$ cat config.mk
export PLATFORM = sky130hd
export DESIGN_NAME = lfu_cache_table
export DESIGN_NICKNAME = d
export VERILOG_FILES = /design/src/rtl/lfu_pkg.sv /design/src/rtl/lfu_ram.sv /design/src/rtl/lfu_ctrl.sv /design/src/rtl/lfu_datapath.sv /design/src/rtl/lfu_cache_table.sv
export SDC_FILE = /design/constraint.sdc
export NUM_CORES = 2
export LEC_CHECK = 0
export ABC_AREA = 1
export BUFFER_PORTS_ARGS = -buffer_cell sky130_fd_sc_hd__buf_4
export CORE_MARGIN = 5
export CORE_UTILIZATION = 25
export CTS_CLUSTER_DIAMETER = 60
export DETAILED_ROUTE_END_ITERATION = 12
export GPL_TIMING_DRIVEN = 0
export PLACE_DENSITY = 0.5
export SLEW_MARGIN = 40
export SYNTH_ARGS = -nofsm -noshare
export SYNTH_HDL_FRONTEND = slang
export SYNTH_HIERARCHICAL = 1
export SYNTH_SLANG_ARGS = --single-unit
$ cat constraint.sdc
create_clock -name clk -period 9.2 [get_ports clk]
set_input_delay 0.46 -clock clk [delete_from_list [all_inputs] [get_ports clk]]
set_output_delay 0.46 -clock clk [all_outputs]
set_load 0.005 [all_outputs]
$ cat src/rtl/lfu_pkg.sv
`timescale 1ns / 1ps
package lfu_pkg;

  localparam int CFG_W        = 5;
  localparam int KEY_W        = 32;
  localparam int VAL_W        = 32;
  localparam int CNT_W        = 16;
  localparam int STAMP_W      = 32;
  localparam int CAPACITY_DEF = 16;

  localparam logic [CFG_W-1:0] CAP_RESET = CFG_W'(16);

  localparam logic OP_GET = 1'b0;
  localparam logic OP_PUT = 1'b1;

  typedef struct packed {
    logic [KEY_W-1:0]   key;
    logic [VAL_W-1:0]   value;
    logic [CNT_W-1:0]   use_count;
    logic [STAMP_W-1:0] stamp;
  } lfu_entry_t;

  localparam int ENTRY_W = $bits(lfu_entry_t);

  // controller to datapath
  typedef struct packed {
    logic start;   // latch the transaction, clear the scan trackers
    logic issue;   // read the entry at the scan index, advance it
    logic commit;  // write back the table and load the result register
  } lfu_cmd_t;

  // datapath to controller
  typedef struct packed {
    logic last_issue;
  } lfu_sts_t;

endpackage

$ cat src/rtl/lfu_ram.sv
`timescale 1ns / 1ps
module lfu_ram #(
  parameter int WIDTH = 8,
  parameter int DEPTH = 16,
  parameter int AW    = (DEPTH > 1) ? $clog2(DEPTH) : 1
) (
  input  logic             clk,
  input  logic             wr_en,
  input  logic [AW-1:0]    wr_addr,
  input  logic [WIDTH-1:0] wr_data,
  input  logic [AW-1:0]    rd_addr,
  output logic [WIDTH-1:0] rd_data
);

  logic [WIDTH-1:0] mem_r [DEPTH];
  logic [WIDTH-1:0] rd_data_r;

  always_ff @(posedge clk) begin
    if (wr_en) begin
      mem_r[wr_addr] <= wr_data;
    end
    rd_data_r <= mem_r[rd_addr];
  end

  assign rd_data = rd_data_r;

endmodule

$ cat src/rtl/lfu_ctrl.sv
`timescale 1ns / 1ps
module lfu_ctrl (
  input  logic              clk,
  input  logic              rst_n,
  input  logic              in_valid,
  output logic              in_stall,
  output logic              out_valid,
  input  logic              out_stall,
  input  lfu_pkg::lfu_sts_t sts,
  output lfu_pkg::lfu_cmd_t cmd
);
  import lfu_pkg::*;

  typedef enum logic [1:0] {
    ST_IDLE,
    ST_SCAN,
    ST_DRAIN,
    ST_COMMIT
  } state_t;

  state_t state_r;
  logic   out_valid_r;
  logic   slot_free;

  // result register can take a new result when empty or being taken now
  assign slot_free = !out_valid_r || !out_stall;

  always_comb begin
    cmd        = '0;
    cmd.start  = (state_r == ST_IDLE) && in_valid;
    cmd.issue  = (state_r == ST_SCAN);
    cmd.commit = (state_r == ST_COMMIT) && slot_free;
  end

  always_ff @(posedge clk) begin
    if (!rst_n) begin
      state_r     <= ST_IDLE;
      out_valid_r <= 1'b0;
    end else begin
      // load on commit, hold while stalled, drop once taken
      out_valid_r <= cmd.commit || (out_valid_r && out_stall);
      unique case (state_r)
        ST_IDLE: begin
          if (in_valid) begin
            state_r <= ST_SCAN;
          end
        end
        ST_SCAN: begin
          if (sts.last_issue) begin
            state_r <= ST_DRAIN;
          end
        end
        ST_DRAIN: begin
          state_r <= ST_COMMIT;
        end
        ST_COMMIT: begin
          if (slot_free) begin
            state_r <= ST_IDLE;
          end
        end
        default: begin
          state_r <= ST_IDLE;
        end
      endcase
    end
  end

  assign in_stall  = (state_r != ST_IDLE);
  assign out_valid = out_valid_r;

endmodule

$ cat src/rtl/lfu_datapath.sv
`timescale 1ns / 1ps
module lfu_datapath #(
  parameter int CAPACITY = lfu_pkg::CAPACITY_DEF
) (
  input  logic                              clk,
  input  logic                              rst_n,
  input  lfu_pkg::lfu_cmd_t                 cmd,
  output lfu_pkg::lfu_sts_t                 sts,
  input  logic                              cfg_wr_en,
  input  logic        [lfu_pkg::CFG_W-1:0]  cfg_wr_data,
  input  logic                              in_opcode,
  input  logic signed [lfu_pkg::KEY_W-1:0]  in_lookup_key,
  input  logic signed [lfu_pkg::VAL_W-1:0]  in_store_value,
  output logic                              out_found,
  output logic signed [lfu_pkg::VAL_W-1:0]  out_read_value,
  output logic                              out_evicted,
  output logic signed [lfu_pkg::KEY_W-1:0]  out_evicted_key
);
  import lfu_pkg::*;

  localparam int IDX_W = (CAPACITY > 1) ? $clog2(CAPACITY) : 1;
  localparam int OCC_W = $clog2(CAPACITY + 1);
  localparam int CMP_W = (OCC_W > CFG_W) ? OCC_W : CFG_W;

  // configuration and persistent state
  logic [CFG_W-1:0]    cap_cfg_r;
  logic [CAPACITY-1:0] valid_r;
  logic [OCC_W-1:0]    occ_r;
  logic [STAMP_W-1:0]  clock_r;

  // latched transaction
  logic                op_r;
  logic [KEY_W-1:0]    key_r;
  logic [VAL_W-1:0]    val_r;

  // scan pipeline
  logic [IDX_W-1:0]    scan_idx_r;
  logic                cmp_vld_r;
  logic [IDX_W-1:0]    cmp_idx_r;
  lfu_entry_t          rd_entry;

  // scan trackers
  logic                has_hit_r;
  logic [IDX_W-1:0]    hit_idx_r;
  logic [VAL_W-1:0]    hit_val_r;
  logic [CNT_W-1:0]    hit_cnt_r;
  logic                has_free_r;
  logic [IDX_W-1:0]    free_idx_r;
  logic                has_vic_r;
  logic [IDX_W-1:0]    vic_idx_r;
  logic [KEY_W-1:0]    vic_key_r;
  logic [CNT_W-1:0]    vic_cnt_r;
  logic [STAMP_W-1:0]  vic_stamp_r;

  // result register
  logic                found_r;
  logic [VAL_W-1:0]    read_val_r;
  logic                evicted_r;
  logic [KEY_W-1:0]    evicted_key_r;

  // commit decisions
  logic [CMP_W-1:0]    cap_eff;
  logic [STAMP_W-1:0]  clock_inc;
  logic                wr_en;
  logic                ram_wr_en;
  logic [IDX_W-1:0]    wr_addr;
  lfu_entry_t          wr_entry;
  logic                set_valid;
  logic                occ_inc;
  logic                res_found;
  logic [VAL_W-1:0]    res_val;
  logic                res_evicted;
  logic [KEY_W-1:0]    res_ekey;
  logic                cmp_entry_vld;
  logic                vic_better;

  // write the table only on the commit cycle
  assign ram_wr_en = cmd.commit && wr_en;

  lfu_ram #(
    .WIDTH (ENTRY_W),
    .DEPTH (CAPACITY),
    .AW    (IDX_W)
  ) u_entry_ram (
    .clk     (clk),
    .wr_en   (ram_wr_en),
    .wr_addr (wr_addr),
    .wr_data (wr_entry),
    .rd_addr (scan_idx_r),
    .rd_data (rd_entry)
  );

  assign sts.last_issue = (scan_idx_r == IDX_W'(CAPACITY - 1));

  assign cmp_entry_vld = valid_r[cmp_idx_r];
  assign vic_better    = !has_vic_r ||
                         ({rd_entry.use_count, rd_entry.stamp} <
                          {vic_cnt_r, vic_stamp_r});

  assign cap_eff   = (CMP_W'(cap_cfg_r) < CMP_W'(CAPACITY)) ? CMP_W'(cap_cfg_r)
                                                            : CMP_W'(CAPACITY);
  assign clock_inc = (clock_r != '1) ? clock_r + STAMP_W'(1) : clock_r;

  always_comb begin
    wr_en       = 1'b0;
    wr_addr     = hit_idx_r;
    wr_entry    = '0;
    set_valid   = 1'b0;
    occ_inc     = 1'b0;
    res_found   = 1'b0;
    res_val     = '0;
    res_evicted = 1'b0;
    res_ekey    = '0;
    wr_entry.key       = key_r;
    wr_entry.value     = val_r;
    wr_entry.use_count = CNT_W'(1);
    wr_entry.stamp     = clock_inc;
    if (cap_eff != '0) begin
      if (has_hit_r) begin
        res_found          = 1'b1;
        wr_en              = 1'b1;
        wr_addr            = hit_idx_r;
        wr_entry.use_count = (hit_cnt_r != '1) ? hit_cnt_r + CNT_W'(1) : hit_cnt_r;
        if (op_r == OP_GET) begin
          res_val        = hit_val_r;
          wr_entry.value = hit_val_r;
        end
      end else if (op_r == OP_PUT) begin
        if ((CMP_W'(occ_r) >= cap_eff) && has_vic_r) begin
          wr_en       = 1'b1;
          wr_addr     = vic_idx_r;
          res_evicted = 1'b1;
          res_ekey    = vic_key_r;
        end else if (has_free_r) begin
          wr_en     = 1'b1;
          wr_addr   = free_idx_r;
          set_valid = 1'b1;
          occ_inc   = 1'b1;
        end
      end
    end
  end

  always_ff @(posedge clk) begin
    if (!rst_n) begin
      cap_cfg_r  <= CAP_RESET;
      valid_r    <= '0;
      occ_r      <= '0;
      clock_r    <= '0;
      cmp_vld_r  <= 1'b0;
      scan_idx_r <= '0;
      has_hit_r  <= 1'b0;
      has_free_r <= 1'b0;
      has_vic_r  <= 1'b0;
    end else begin
      if (cfg_wr_en) begin
        cap_cfg_r <= cfg_wr_data;
      end

      cmp_vld_r <= cmd.issue;
      cmp_idx_r <= scan_idx_r;

      if (cmd.start) begin
        op_r       <= in_opcode;
        key_r      <= in_lookup_key;
        val_r      <= in_store_value;
        scan_idx_r <= '0;
        has_hit_r  <= 1'b0;
        has_free_r <= 1'b0;
        has_vic_r  <= 1'b0;
      end else if (cmd.issue) begin
        scan_idx_r <= scan_idx_r + IDX_W'(1);
      end

      if (cmp_vld_r) begin
        if (!cmp_entry_vld) begin
          if (!has_free_r) begin
            has_free_r <= 1'b1;
            free_idx_r <= cmp_idx_r;
          end
        end else begin
          if (!has_hit_r && (rd_entry.key == key_r)) begin
            has_hit_r <= 1'b1;
            hit_idx_r <= cmp_idx_r;
            hit_val_r <= rd_entry.value;
            hit_cnt_r <= rd_entry.use_count;
          end
          if (vic_better) begin
            has_vic_r   <= 1'b1;
            vic_idx_r   <= cmp_idx_r;
            vic_key_r   <= rd_entry.key;
            vic_cnt_r   <= rd_entry.use_count;
            vic_stamp_r <= rd_entry.stamp;
          end
        end
      end

      if (cmd.commit) begin
        if (wr_en) begin
          clock_r <= clock_inc;
        end
        if (set_valid) begin
          valid_r[wr_addr] <= 1'b1;
        end
        if (occ_inc) begin
          occ_r <= occ_r + OCC_W'(1);
        end
      end
    end
  end

  always_ff @(posedge clk) begin
    if (cmd.commit) begin
      found_r       <= res_found;
      read_val_r    <= res_val;
      evicted_r     <= res_evicted;
      evicted_key_r <= res_ekey;
    end
  end

  assign out_found       = found_r;
  assign out_read_value  = read_val_r;
  assign out_evicted     = evicted_r;
  assign out_evicted_key = evicted_key_r;

endmodule

$ cat src/rtl/lfu_cache_table.sv
// Transactions run one at a time: in_stall is high from the accepting edge
//   until the commit, which waits while an earlier result is stalled; the pace
//   is set by the scan that reads the read port of the entry RAM once per slot.
// Reset (rst_n low, synchronous): all entries invalid, occupancy and access
//   clock zero, capacity register 16; no clearing pass, ready right after reset.
`timescale 1ns / 1ps
module lfu_cache_table #(
  parameter int CAPACITY = lfu_pkg::CAPACITY_DEF
) (
  input  logic                              clk,
  input  logic                              rst_n,
  input  logic                              cfg_wr_en,
  input  logic        [lfu_pkg::CFG_W-1:0]  cfg_wr_data,
  input  logic                              in_valid,
  output logic                              in_stall,
  input  logic                              in_opcode,
  input  logic signed [lfu_pkg::KEY_W-1:0]  in_lookup_key,
  input  logic signed [lfu_pkg::VAL_W-1:0]  in_store_value,
  output logic                              out_valid,
  input  logic                              out_stall,
  output logic                              out_found,
  output logic signed [lfu_pkg::VAL_W-1:0]  out_read_value,
  output logic                              out_evicted,
  output logic signed [lfu_pkg::KEY_W-1:0]  out_evicted_key
);
  import lfu_pkg::*;

  // The controller sequences each transaction: accept, scan every slot
  // through the entry RAM (one read per cycle, compare in the cycle after each read),
  // then commit at most one write-back and load the result register. The commit
  // holds while an earlier result still waits on out_stall, so a new
  // transaction can be accepted and scanned behind a stalled result.
  lfu_cmd_t cmd;
  lfu_sts_t sts;

  lfu_ctrl u_ctrl (
    .clk       (clk),
    .rst_n     (rst_n),
    .in_valid  (in_valid),
    .in_stall  (in_stall),
    .out_valid (out_valid),
    .out_stall (out_stall),
    .sts       (sts),
    .cmd       (cmd)
  );

  // The datapath holds the valid bits, occupancy, access clock and the
  // capacity register; it tracks the first key match, the lowest free slot
  // and the (count, stamp) minimum during the scan, lowest slot on ties.
  lfu_datapath #(
    .CAPACITY (CAPACITY)
  ) u_datapath (
    .clk             (clk),
    .rst_n           (rst_n),
    .cmd             (cmd),
    .sts             (sts),
    .cfg_wr_en       (cfg_wr_en),
    .cfg_wr_data     (cfg_wr_data),
    .in_opcode       (in_opcode),
    .in_lookup_key   (in_lookup_key),
    .in_store_value  (in_store_value),
    .out_found       (out_found),
    .out_read_value  (out_read_value),
    .out_evicted     (out_evicted),
    .out_evicted_key (out_evicted_key)
  );

endmodule
After elaboration in Yosys (flattened, before gate mapping)
Memory sizes are Yosys's and may differ from the RTL's. A register that Yosys moved wholly into a read port is not among the register bits.
Index checks and enable logic that the tools add are counted.
{"block": "op_classes", "n_addsub": 4, "magnitude_cmp": 6, "eq_ne": 10, "muxes": 44, "bitwise": 8, "reduce_logical": 28}
{"operator": "two-way mux 48 bit", "count": 2}
{"operator": "two-way mux 32 bit", "count": 2}
{"operator": "less-than comparator 48 bit", "count": 1}
{"operator": "adder 32 x 1 -> 32 bit (second input constant)", "count": 1}
{"operator": "equality test 32 bit", "count": 1}
{"operator": "inequality test 32 bit (second input constant)", "count": 1}
{"operator": "two-way mux 1 bit", "count": 27}
{"operator": "two-way mux 4 bit", "count": 5}
{"operator": "adder 16 x 1 -> 16 bit (second input constant)", "count": 1}
{"operator": "two-way mux 16 bit", "count": 1}
{"operator": "inequality test 16 bit (second input constant)", "count": 1}
{"operator": "bitwise OR 16 bit", "count": 1}
{"operator": "AND reduction 4 bit", "count": 3}
{"operator": "less-than comparator 4 x 5 -> 1 bit (second input constant)", "count": 2}
{"operator": "one-hot mux 2 bit (4 select lines)", "count": 1}
{"operator": "logical AND 1 bit", "count": 7}
{"operator": "inverter 1 bit", "count": 7}
{"operator": "two-way mux 2 bit", "count": 3}
{"operator": "AND reduction 2 bit", "count": 3}
{"operator": "OR reduction 3 bit", "count": 2}
{"operator": "adder 5 x 1 -> 5 bit (second input constant)", "count": 1}
{"operator": ">= comparator 5 bit", "count": 1}
{"operator": "less-than comparator 5 bit (second input constant)", "count": 1}
{"operator": "two-way mux 5 bit", "count": 1}
{"operator": "other kinds (17)", "count": 24}
{"block": "totals", "register_bits": 344, "mem_bits_rw": 1792, "output_inout_bits": 68, "word_cells": 128, "n_memories": 1}
{"name": "u_datapath.u_entry_ram.mem_r", "depth": 16, "width": 112, "read_ports": 1, "rd_clocked_by_memory_dff": 1, "wr": 1, "line": "lfu_ram.sv:15", "source": "logic [WIDTH-1:0] mem_r [DEPTH];"}

Longest topological paths before layout
{"block": "depth", "depth_word": 13, "ltp_mapped": 16, "depth_no_buf": 16}

Hierarchy
The synthesis kept the hierarchy.
{"module": "lfu_ram", "n_inst": 1, "cells_per_inst": 7347, "area_per_inst_um2": 78627.9}
{"module": "lfu_datapath", "n_inst": 1, "cells_per_inst": 1494, "area_per_inst_um2": 15384.8}
{"module": "lfu_ctrl", "n_inst": 1, "cells_per_inst": 32, "area_per_inst_um2": 230.2}

Least setup slack after synthesis
OpenSTA, ideal clock, no wires.
{"block": "synth_path", "path_kind": "register -> register", "start": "reg u_ctrl.state_r[0]", "end": "mem u_datapath/u_entry_ram/mem_r[12][0] (netlist bit), enable pin", "setup_time_ns": 0.584, "arrival_time_ns": 9.493, "setup_slack_ns": -0.878, "stages_incl_launch_ff": 9, "path_cell_list": "dfxtp_1 > ha_1 > inv_1 > a21oi_1 > nand2_2 > inv_2 > buf_2 > nand3_1 > nor2_1"}
{"item": "start: declaration", "line": "lfu_ctrl.sv:21", "source": "state_t state_r;"}
{"item": "start signal: assignment", "line": "lfu_ctrl.sv:37", "source": "state_r <= ST_IDLE;"}
{"item": "start signal: assignment", "line": "lfu_ctrl.sv:45", "source": "state_r <= ST_SCAN;"}
{"item": "start signal: assignment", "line": "lfu_ctrl.sv:50", "source": "state_r <= ST_DRAIN;"}
{"item": "end: declaration", "line": "lfu_ram.sv:15"}

Final worst setup path
{"block": "layout_path", "start": "reg u_datapath.cap_cfg_r[4]", "end": "mem u_datapath/u_entry_ram/mem_r[9][74] (netlist bit), enable pin"}
{"block": "layout_via", "elab_chain_len": 11, "word_cells_on_any_way": 16}
{"item": "start: declaration", "line": "lfu_datapath.sv:26", "source": "logic [CFG_W-1:0] cap_cfg_r;"}
{"item": "start signal: assignment", "line": "lfu_datapath.sv:157", "source": "cap_cfg_r <= cfg_wr_data;"}
{"item": "less-than comparator 5 bit", "line": "lfu_datapath.sv:100", "source": "assign cap_eff = (CMP_W'(cap_cfg_r) < CMP_W'(CAPACITY)) ? CMP_W'(cap_cfg_r)"}
{"item": "two-way mux 5 bit *", "line": "lfu_datapath.sv:100"}
{"item": ">= comparator 5 bit", "line": "lfu_datapath.sv:129", "source": "if ((CMP_W'(occ_r) >= cap_eff) && has_vic_r) begin"}
{"item": "logical AND 1 bit", "line": "lfu_datapath.sv:129"}
{"item": "two-way mux 1 bit", "line": "lfu_datapath.sv:129"}
{"item": "two-way mux 1 bit", "line": "lfu_datapath.sv:128", "source": "end else if (op_r == OP_PUT) begin"}
{"item": "two-way mux 1 bit", "line": "lfu_datapath.sv:119", "source": "if (has_hit_r) begin"}
{"item": "two-way mux 1 bit *", "line": "lfu_datapath.sv:118", "source": "if (cap_eff != '0) begin"}
{"item": "logical AND 1 bit *", "line": "lfu_datapath.sv:78", "source": "assign ram_wr_en = cmd.commit && wr_en;"}
{"item": "via u_datapath.ram_wr_en", "line": "lfu_datapath.sv:65", "source": "logic ram_wr_en;"}
{"item": "two-way mux 1 bit *", "line": "lfu_ram.sv:19", "source": "if (wr_en) begin"}
{"item": "two-way mux 1 bit (implied by the code) *", "line": "lfu_ram.sv:20", "source": "mem_r[wr_addr] <= wr_data;"}
The timed path passes the listed nets; every way through them passes the cells marked *.

==> metrics.txt <==
RSZ-0062 raised after global routing no; Max VDD drop approximately 0.00017 V; top-area cell type share of the netlist area about 66%; total track usage ~15%; met3 routed WL 24100 um; area grow syn2layout 21.6%; Yosys warnings 6; fill count 38300; placed cell count 14200; CTS buffer count 240; most instantiated cells after synthesis 2589 x nand2_1, 2067 x edfxtp_1, 1585 x inv_1; Placer Congestion 0.827; H-tree depth 4; met1 wire length 133000 um; post-layout min period 4610 ps; worst skew pair latency 910 ps; Max-Cap Viols 0; core area 376000 um^2; Arrival @ worst endpoint 5180 ps; largest cells by area after synthesis edfxtp_1 66%, nand2_1 10%, nand3_1 7.4%, inv_1 6.3%, dfxtp_1 3.8%; FF-to-FF setup slack 4590 ps; HP Class in2reg; Clock Skew 77.8 ps; First-pass DRT Iterations 6; Longest Clk Path Bufs 4; final worst slack 4590 ps; Synth area leader edfxtp_1; initial antenna violation count 31; Final Non-Filler Cells between 10000 and 15000; final setup TNS 0 ps; nets 9682; pin count of the biggest net entering global routing 45; grt total ovfl 0; post-DR wirelength/cell 20.6 um; IO buf count 142; Initial Utilization 25.1%; clock-pin slew on the worst setup and hold paths 60 ps; startpoint types flop; CP max stage delay 440 ps; Max Freq 0.217 GHz; Hold Fails Final Rpt 0; final instance area 115000 um^2; Post-DRT Antenna Nets 0; Avg Cell Area, Syn 10.6 um^2; DRT Wirelength 304000 um; R2R depth 19; CP max stage cell nor2_4; placed inst area 106000 um^2; Num Clock Sinks 2248; R2R Path End u_datapath/u_entry_ram/mem_r[9][74]$_DFFE_PP_; clock root cell clkbuf_16; Top Ports about 140; first-pass GRT wire length 432000 um; DR top layer met5; drt initial violations slightly below 7000; placed wire-length estimate 206000 um; # rows 225; CP Class reg2reg; CTS tree done; DR WL met2 about 140000 um; CTS resizes 0; Async SR Flop Fraction 0%; Hold Slack 264 ps; vias per cell 4.33; pre-CTS setup slack roughly 4500 ps; Setup crit start u_datapath/cap_cfg_r[4]$_SDFFE_PN1P_; Post-route DRC 0; vias post-DR 63900; CP Capture Type flop; die area around 400000 um^2; Synthesized Nets 9009; power per standard cell area 221 nW/um^2; Synth cell types 48; post-CTS setup buffer count 0; Setup-failing EPs final 0; final cycle utilization of the critical path 50.1%; worst flop-to-flop path startpoint u_datapath/cap_cfg_r[4]$_SDFFE_PN1P_; CP Capture Point u_datapath/u_entry_ram/mem_r[9][74]$_DFFE_PP_; top_reg_cell synth edfxtp_1; Multi-input gate area 20900 um^2; crit-path cells inv_2, o21ai_1, nand2_2, inv_2, nor2_4, inv_2, nand2_1, nand2_2, inv_2, buf_2, nand3b_1, nor2_4, buf_16, buf_8, buf_16, buf_16, buf_8, buf_16, buf_8; Hold-fix buffers, CTS 78; Pins Over Slew Limit 0; sequential fraction of the synthesis area 69.7%; leakage 0.0472 uW; Syn Inst Count 8873; Die Wd 624 um; FF/Latch Area 65700 um^2; synthesized area 94200 um^2; vias in the first global route 60100; EDFF count, synth 2067; fraction of layout cells with a size suffix above 1 11.9%; crit-path max FO 13; Worst Tran Pin Value 940 ps; outcome completed; Synth Register Bits 2248; die span in y ~620 um; worst rel slew slack approximately 37%; most frequent cell after synthesis nand2_1; Worst EP required 9770 ps
-- logic make-up (layout without fill, tap and decap cells) --
logic type	Yosys count	count (layout)	share of synthesized area (%)
and+or+nand+nor	4338	4338	19.6
AOI/OAI and AO/OA	184	184	1.04
buffers and inverters	2005	2880	8.50
xor gates and xnor gates	37	37	0.344
other	0	9	0
adders and majority gates	61	61	0.810
DFF	2248	2248	69.7
-- flip-flops by register name, summed over array words and instances (netlist names), 2 cells and up --
name                            flops
u_ctrl/state_r                      2
u_datapath/cap_cfg_r                5
u_datapath/clock_r                 32
u_datapath/cmp_idx_r                4
u_datapath/free_idx_r               4
u_datapath/hit_cnt_r               16
u_datapath/hit_idx_r                4
u_datapath/hit_val_r               32
u_datapath/key_r                   32
u_datapath/occ_r                    5
u_datapath/out_evicted_key         32
u_datapath/out_read_value          32
u_datapath/scan_idx_r               4
u_datapath/u_entry_ram/mem_r     1792
u_datapath/u_entry_ram/rd_data    112
u_datapath/val_r                   32
u_datapath/valid_r                 16
u_datapath/vic_cnt_r               16
u_datapath/vic_idx_r                4
u_datapath/vic_key_r               32
u_datapath/vic_stamp_r             32
-- worst min path at each step --
stage	startpoint	to	slack, ps	cells after the start
2_1_floorplan	u_datapath/u_entry_ram/rd_data[48]$_DFF_P_	u_datapath/hit_val_r[0]$_DFFE_PP_	390	0
3_3_place_gp	u_datapath/u_entry_ram/rd_data[76]$_DFF_P_	u_datapath/hit_val_r[28]$_DFFE_PP_	390	0
3_5_place_dp	u_datapath/u_entry_ram/rd_data[71]$_DFF_P_	u_datapath/hit_val_r[23]$_DFFE_PP_	390	0
4_1_cts	in_lookup_key[2]	u_datapath/key_r[2]$_DFFE_PP_	190	2
5_1_grt	in_lookup_key[2]	u_datapath/key_r[2]$_DFFE_PP_	220	2
6_report	in_lookup_key[0]	u_datapath/key_r[0]$_DFFE_PP_	260	2
-- cells in the final DEF, fill, tap and decap left out, drive strengths merged --
cell type and n:
bufinv 18, o21a 2, a311oi 1, dfxtp 181, nor2 213, ha 61
edfxtp 2067, nor4 5, nor3b 2, diode 9, and2 1, nand3b 8
inv 1609, nand4 25, xnor2 17, a21boi 1, nand2b 1, clkinvlp 6
clkinv 77, o2111ai 1, a31oi 2, nand3 1414, o211ai 6, o22ai 2
buf 658, o21ai 91, a211oi 6, nand2 2601, nor3 39, a21oi 72
dlygate4sd3 78, or2 28, nor2b 1, clkbuf 434, xor2 20
-- stage by stage --
stage	power, uW	utilization (%)
after floorplan	14000	-
after global placement	15800	27.0
after detailed placement	15800	28.2
after CTS	25500	30.5
after global routing	26300	30.5
final	25300	30.5
-- critical path, delay by kind of cell (launching register included) --
family,cells,cell delay (ps)
and+or+nand+nor,6,1720
AOI/OAI and AO/OA,1,80
buffers and inverters,12,2140
DFF,1,330
-- layout make-up --
class / count / share of cell area (%)
multi-input cells: 4620 / 18.3
clock inverters: 109 / 0.967
repair buffers: 431 / 5.11
well taps: 4994 / 5.45
clock buffers: 335 / 5.81
inverters: 1601 / 5.26
flip-flops and latches: 2248 / 57.3
diodes: 9 / 0.0197
plain buffers: 404 / 1.79
-- power breakdown --
part           switching, uW  internal [uW]  total, uW
logic                   2880           1080       3960
clock network           4070           5540       9620
registers                221          11500      11700
-- per-layer routing --
metal  track usage (%)  vias to the layer above
met3              3.36                      466
met5            0.0370                        -
met4              5.04                       14
li1                  -                    30300
met2              23.8                     2255
met1              20.7                    30900
No activity file was read; power rests on OpenSTA's default activity.
